$ cat config.mk
export PLATFORM = sky130hd
export DESIGN_NAME = hte_emitter
export DESIGN_NICKNAME = d
export VERILOG_FILES = /design/src/hte_pkg.sv /design/src/hte_emitter.sv
export VERILOG_INCLUDE_DIRS = /design/src /design/src/src
export SDC_FILE = /design/constraint.sdc
export NUM_CORES = 1
export LEC_CHECK = 0
export ABC_AREA = 1
export BUFFER_PORTS_ARGS = -buffer_cell sky130_fd_sc_hd__buf_2
export CAP_MARGIN = 5
export CELL_PAD_IN_SITES_DETAIL_PLACEMENT = 2
export CELL_PAD_IN_SITES_GLOBAL_PLACEMENT = 2
export CORE_MARGIN = 2
export CORE_UTILIZATION = 33
export DETAILED_ROUTE_END_ITERATION = 8
export GPL_ROUTABILITY_DRIVEN = 0
export HOLD_SLACK_MARGIN = 0.05
export PLACE_DENSITY_LB_ADDON = 0.1
export SKIP_CTS_REPAIR_TIMING = 1
export SLEW_MARGIN = 5
export SYNTH_ARGS = -nofsm -noshare
export SYNTH_HDL_FRONTEND = slang
export SYNTH_SLANG_ARGS = --single-unit
$ cat constraint.sdc
create_clock -name aclk -period 3.1 [get_ports aclk]
set_input_delay 0.465 -clock aclk [delete_from_list [all_inputs] [get_ports aclk]]
set_output_delay 0.465 -clock aclk [all_outputs]
set_load 0.02 [all_outputs]
$ cat src/assert_macros.svh
// Assertion helpers shared by the encoder modules.
// Each macro samples on aclk and is switched off while aresetn is low.
`ifndef ASSERT_MACROS_SVH
`define ASSERT_MACROS_SVH

// Property that must hold at every clock edge.
`define HTE_ASSERT(lbl, prop, msg) \
    lbl: assert property (@(posedge aclk) disable iff (!aresetn) (prop)) else $error(msg);

// Consequent that must hold in the cycle after the antecedent.
`define HTE_ASSERT_NEXT(lbl, ante, cons, msg) \
    lbl: assert property (@(posedge aclk) disable iff (!aresetn) (ante) |=> (cons)) \
        else $error(msg);

`endif

$ cat src/hte_pkg.sv
`timescale 1ns / 1ps
// ----------------------------------------------------------------------------
// hte_pkg: shared types and constants of the Huffman table encoder
// Opcodes, result kinds, table entry and emitter control structures.
// ----------------------------------------------------------------------------
package hte_pkg;

    localparam int MAX_CODE_LEN_DEF = 32;
    localparam int SYMBOL_COUNT_DEF = 256;

    localparam int SYM_W   = 8;
    localparam int LEN_W   = 6;
    localparam int CODE_W  = 32;
    localparam int TOTAL_W = 32;
    localparam int PEND_W  = 7;   // at most seven bits wait for a full byte
    localparam int CNTP_W  = 3;
    localparam int BYTE_W  = 8;

    typedef enum logic [1:0] {
        OP_LOAD   = 2'd0,
        OP_ENCODE = 2'd1,
        OP_FLUSH  = 2'd2,
        OP_CLEAR  = 2'd3
    } op_t;

    typedef enum logic [1:0] {
        KIND_BYTE  = 2'd0,
        KIND_FLUSH = 2'd1,
        KIND_ERROR = 2'd2
    } kind_t;

    typedef enum logic [1:0] {
        TAIL_NONE  = 2'd0,
        TAIL_FLUSH = 2'd1,
        TAIL_ERROR = 2'd2
    } tail_t;

    typedef struct packed {
        logic              hit;
        logic [LEN_W-1:0]  len;
        logic [CODE_W-1:0] code;
    } entry_t;

    typedef struct packed {
        tail_t              tail;
        logic [TOTAL_W-1:0] total;
    } em_ctrl_t;

endpackage

$ cat src/hte_emitter.sv
`timescale 1ns / 1ps
// ----------------------------------------------------------------------------
// hte_emitter: result serializer
// Holds one item's accumulated bits and emits its completed bytes, then an
// optional flush or error result, one per cycle into the output register while it is free.
// ----------------------------------------------------------------------------
`include "assert_macros.svh"

module hte_emitter #(
    parameter int ACC_W = hte_pkg::MAX_CODE_LEN_DEF + hte_pkg::PEND_W
) (
    input  logic                                         aclk,
    input  logic                                         aresetn,
    input  logic                                         load_valid,
    output logic                                         load_ready,
    input  logic [ACC_W-1:0]                             load_acc,
    input  logic [$clog2(ACC_W+1)-1:0]                   load_cnt,
    input  logic [$clog2(ACC_W/hte_pkg::BYTE_W+1)-1:0]   load_nb,
    input  hte_pkg::em_ctrl_t                            load_ctrl,
    output logic                                         m_tvalid,
    input  logic                                         m_tready,
    output logic [hte_pkg::BYTE_W-1:0]                   m_byte,
    output logic [hte_pkg::TOTAL_W-1:0]                  m_total,
    output hte_pkg::kind_t                               m_kind,
    output logic                                         m_last
);

    localparam int CNT_W  = $clog2(ACC_W+1);
    localparam int NB_MAX = ACC_W / hte_pkg::BYTE_W;
    localparam int NB_W   = $clog2(NB_MAX+1);

    logic [ACC_W-1:0]            acc_reg;
    logic [CNT_W-1:0]            cnt_reg;
    logic [NB_W-1:0]             nb_reg, nb_next;
    hte_pkg::tail_t              tail_reg, tail_next;
    logic [hte_pkg::TOTAL_W-1:0] total_reg;

    logic                        m_valid_reg, m_valid_next;
    logic [hte_pkg::BYTE_W-1:0]  byte_out_reg;
    logic [hte_pkg::TOTAL_W-1:0] total_out_reg;
    hte_pkg::kind_t              kind_out_reg;
    logic                        last_out_reg;

    logic                        busy;
    logic                        out_free;
    logic                        step;
    logic                        final_res;
    logic                        load_fire;
    logic [hte_pkg::BYTE_W-1:0]  byte_sel;
    hte_pkg::kind_t              res_kind;

    always_comb begin
        busy      = (nb_reg != '0) || (tail_reg != hte_pkg::TAIL_NONE);
        out_free  = !m_valid_reg || m_tready;
        step      = busy && out_free;
        final_res = (nb_reg == '0)
                 || ((nb_reg == NB_W'(1)) && (tail_reg == hte_pkg::TAIL_NONE));
        load_ready = !busy || (step && final_res);
        load_fire  = load_valid && load_ready;
        byte_sel   = hte_pkg::BYTE_W'(acc_reg >> (cnt_reg - CNT_W'(hte_pkg::BYTE_W)));
        if (nb_reg != '0) begin
            res_kind = hte_pkg::KIND_BYTE;
        end else if (tail_reg == hte_pkg::TAIL_FLUSH) begin
            res_kind = hte_pkg::KIND_FLUSH;
        end else begin
            res_kind = hte_pkg::KIND_ERROR;
        end
    end

    // Serializer control: a load replaces the finished item, else advance.
    always_comb begin
        nb_next   = nb_reg;
        tail_next = tail_reg;
        if (load_fire) begin
            nb_next   = load_nb;
            tail_next = load_ctrl.tail;
        end else if (step) begin
            if (nb_reg != '0) begin
                nb_next = nb_reg - NB_W'(1);
            end else begin
                tail_next = hte_pkg::TAIL_NONE;
            end
        end
        if (step) begin
            m_valid_next = 1'b1;
        end else if (m_tready) begin
            m_valid_next = 1'b0;
        end else begin
            m_valid_next = m_valid_reg;
        end
    end

    always_ff @(posedge aclk) begin
        if (!aresetn) begin
            nb_reg      <= '0;
            tail_reg    <= hte_pkg::TAIL_NONE;
            m_valid_reg <= 1'b0;
        end else begin
            nb_reg      <= nb_next;
            tail_reg    <= tail_next;
            m_valid_reg <= m_valid_next;
        end
    end

    always_ff @(posedge aclk) begin
        if (load_fire) begin
            acc_reg   <= load_acc;
            cnt_reg   <= load_cnt;
            total_reg <= load_ctrl.total;
        end else if (step && (nb_reg != '0)) begin
            cnt_reg <= cnt_reg - CNT_W'(hte_pkg::BYTE_W);
        end
        if (step) begin
            byte_out_reg  <= (nb_reg != '0) ? byte_sel : '0;
            total_out_reg <= total_reg;
            kind_out_reg  <= res_kind;
            last_out_reg  <= final_res;
        end
    end

    assign m_tvalid = m_valid_reg;
    assign m_byte   = byte_out_reg;
    assign m_total  = total_out_reg;
    assign m_kind   = kind_out_reg;
    assign m_last   = last_out_reg;

    `HTE_ASSERT(a_cnt_covers_bytes, (nb_reg == '0) || (cnt_reg >= CNT_W'(hte_pkg::BYTE_W)), "byte count exceeds held bits")
    `HTE_ASSERT(a_nb_bound, nb_reg <= NB_W'(NB_MAX), "byte count beyond accumulator size")
    `HTE_ASSERT(a_tail_is_last, !m_valid_reg || (kind_out_reg == hte_pkg::KIND_BYTE) || last_out_reg, "flush or error result not marked last")

endmodule

==> impl_metrics.yaml <==
setup_path:
  slowest_delay_ns: 0.74
  crit_slowest_cell: "edfxtp_1"
  arrival_ns: 2.73
  crit_family: "flip-flops"
  cp.depth: 9
  startpoint_type: "flop"
  endpoint_kind: "flop"
  reg2reg_depth: 9
  path_max_fanout: 18
  critical_path_buf_inv_count: 2
  path_class: "flop to flop"
  path_cells: "inv_1, ha_1, inv_1, nor2_1, nand2_1, o21ai_0, nor2_1, nand2_1, o21ai_0"
  worstPathRequired_ns: 3.27
sta:
  drv_slew: 0
  fmax_mhz: 392
  max_slew_margin_pct: 54.9
  fin_crit_ns: 2.55
  hold_viol_final: 0
  rsz0062_at_grt: "no"
  setup_viol: 0
  worst_pin_slew_ns: 0.676
  fin_setup_tns_ns: 0
  fin_crit_sh_pct: 82.3
  finalClockSkew_ns: 0.0116
cells_and_area:
  n_fill_cell: 1854
  final_area_um2: 7170
  final_nets: 783
  insertedDiodeCount: 0
  largest_reg_flops: 39
  drive_gt1_share_pct: 25.5
  regArea_um2: 3720
  syn2layout_area_growth_pct: 25.7
  multi_input_comb_area_um2: 1730
synth:
  synth_top_cells_by_area: "edfxtp_1 (63%), nand2_1 (13%), nand3_1 (11%)"
  synth.most_common_cell: "nand2_1"
  syn_area_per_cell_um2: 10.1
  synth-seq-area-share_pct: 65.3
  synth-edff-count: 120
  synth-seq-cells: 126
  ys_types: 25
  async_flop_share_pct: 0
  synth_area_um2: 5700
  synth_warnings: 0
  yosysTopAreaCellShare_pct: 63.2
  synthCells: 563
  synth_largest_area_cell: "edfxtp_1"
  ys.flop_type: "edfxtp_1"
  synth_common_cells: "nand2_1 (192), nand3_1 (129), edfxtp_1 (120)"
  synth_nets: 653
floorplanning:
  start_util_pct: 33.3
  io_pins: 131
  row_count: 48
  die_h_um: 135
  dieArea_um2: 18300
  die_w_um: 135
  core_um2: 17100
routing:
  vias: 4592
  wl_mm: 17.9
  met3_length_um: 630
  wl_per_cell_um: 19.2
  met1_length_mm: 7.28
  wl_met2_mm: 9.60
  drt_drc_violations_left: 0
  avgViaCountPerCell: 4.93
  ant_nets: 0
  drt_first_pass_iters: 5
  drt_iter0_drc: 235
  top_layer_used: "met4"
status:
  status: "complete, no violations"
clock_network:
  clk_latency_ns: 0.44
  clkTransAtPathRegs_ns: 0.06
  cts_tree: "built"
  clockBufferDepth: 2
  numCtsBuffers: 17
  cts_sinks: 126
  cts-root-buf: "clkbuf_16"
  htreeDepth: 4
global_route:
  grt_pass1_wl_mm: 27.9
  grt_max_degree: 44
  antenna_found_initial: 0
  overflow: 0
  grt_pass1_vias: 5086
  grt_usage_pct: 20.5
power:
  comb_power_share_pct: 42.5
  internal_power_mw: 5.13
  seq_power_share_pct: 34.8
  max-vdd-ir-drop_mv: 0.505
  clkPwrFrac_pct: 22.6
  p_leak_nw: 3.10
  p_sw_mw: 3.93
  sw_frac_of_total_pct: 43.4
  power.density_nw_per_um2: 1260
place:
  port_buffers: 130
  place_hpwl_mm: 13.0
  placed_cell_area_um2: 6570
flow_run:
  drv_cap: 0
min_path:
  min_path_type: "input pin to flop"
  whs_path_depth: 1
## worst reg2reg max path, delay by kind of cell (launching register included)
kind,cells,cell delay [ns]
compound gates,2,0.25
fa+ha+maj,1,0.53
buf+inv,2,0.36
flops,1,0.74
simple gates,4,0.41
## area by class of cell
type	instances	area share, %
tap	225	3.93
multi-input combinational	385	24.1
inverter	24	1.27
clock buffer	17	5.94
sequential	126	52.0
clock inverter	15	2.43
timing repair buffer	139	10.4
## metrics by stage
stage	total power, mW	cells	worst slack (ns)	hold WS (ns)	utilization, %
6_report	9.06	931	0.548	0.199	41.9
5_1_grt	9.74	931	0.346	0.185	41.9
4_1_cts	9.21	931	0.573	0.180	41.9
3_5_place_dp	7.08	899	0.568	0.406	38.4
3_3_place_gp	6.84	899	0.762	0.400	38.4
2_1_floorplan	5.72	563	0.692	0.400	-
## path summary, 6_finish.rpt
check                                             from                 endpoint  slack [ns]
worst min register to register  total_reg[6]$_DFFE_PP_     m_total[6]$_DFFE_PP_        0.42
worst min-delay path                       load_acc[9]     acc_reg[9]$_DFFE_PP_        0.20
worst max-delay path              cnt_reg[3]$_DFFE_PP_  m_byte[1]$_SDFFCE_PN0P_        0.55
worst max register to register    cnt_reg[3]$_DFFE_PP_  m_byte[1]$_SDFFCE_PN0P_        0.55
## logic make-up (layout without fill, tap and decap cells)
group                    Yosys count  count (layout)  synth area share, %
flip-flops                       126             126                 65.3
AND/OR/NAND/NOR                  345             345                 25.9
AO/OA/AOI/OAI                     33              33                 3.07
buffers and inverters             52             195                 4.37
adder cells (fa/ha/maj)            4               4                0.878
XOR/XNOR                           3               3                0.461
## metal layers
layer	vias up	GRT usage, %
met4	0	7.00
met3	26	5.16
li1	2205	-
met2	107	37.5
met1	2254	23.2
met5	-	0
## power by group through the flow
stage	logic, mW	registers, mW	clock network, mW
2_1_floorplan	2.25	3.46	0
3_3_place_gp	3.75	3.10	0
3_5_place_dp	3.88	3.20	0
4_1_cts	3.93	3.18	2.10
5_1_grt	4.34	3.23	2.17
6_report	3.86	3.16	2.05
## cells in the final DEF, fill, tap and decap left out, types with 4 or more instances in the layout
cell type,n
edfxtp_1,120
dfxtp_1,6
buf_2,130
ha_1,4
nand3_1,129
o21ai_1,5
clkbuf_16,17
inv_1,18
a21oi_1,12
nand2_1,192
nor2_1,18
buf_4,7
inv_6,6
o21ai_0,11
No activity file was read; power rests on OpenSTA's default activity.
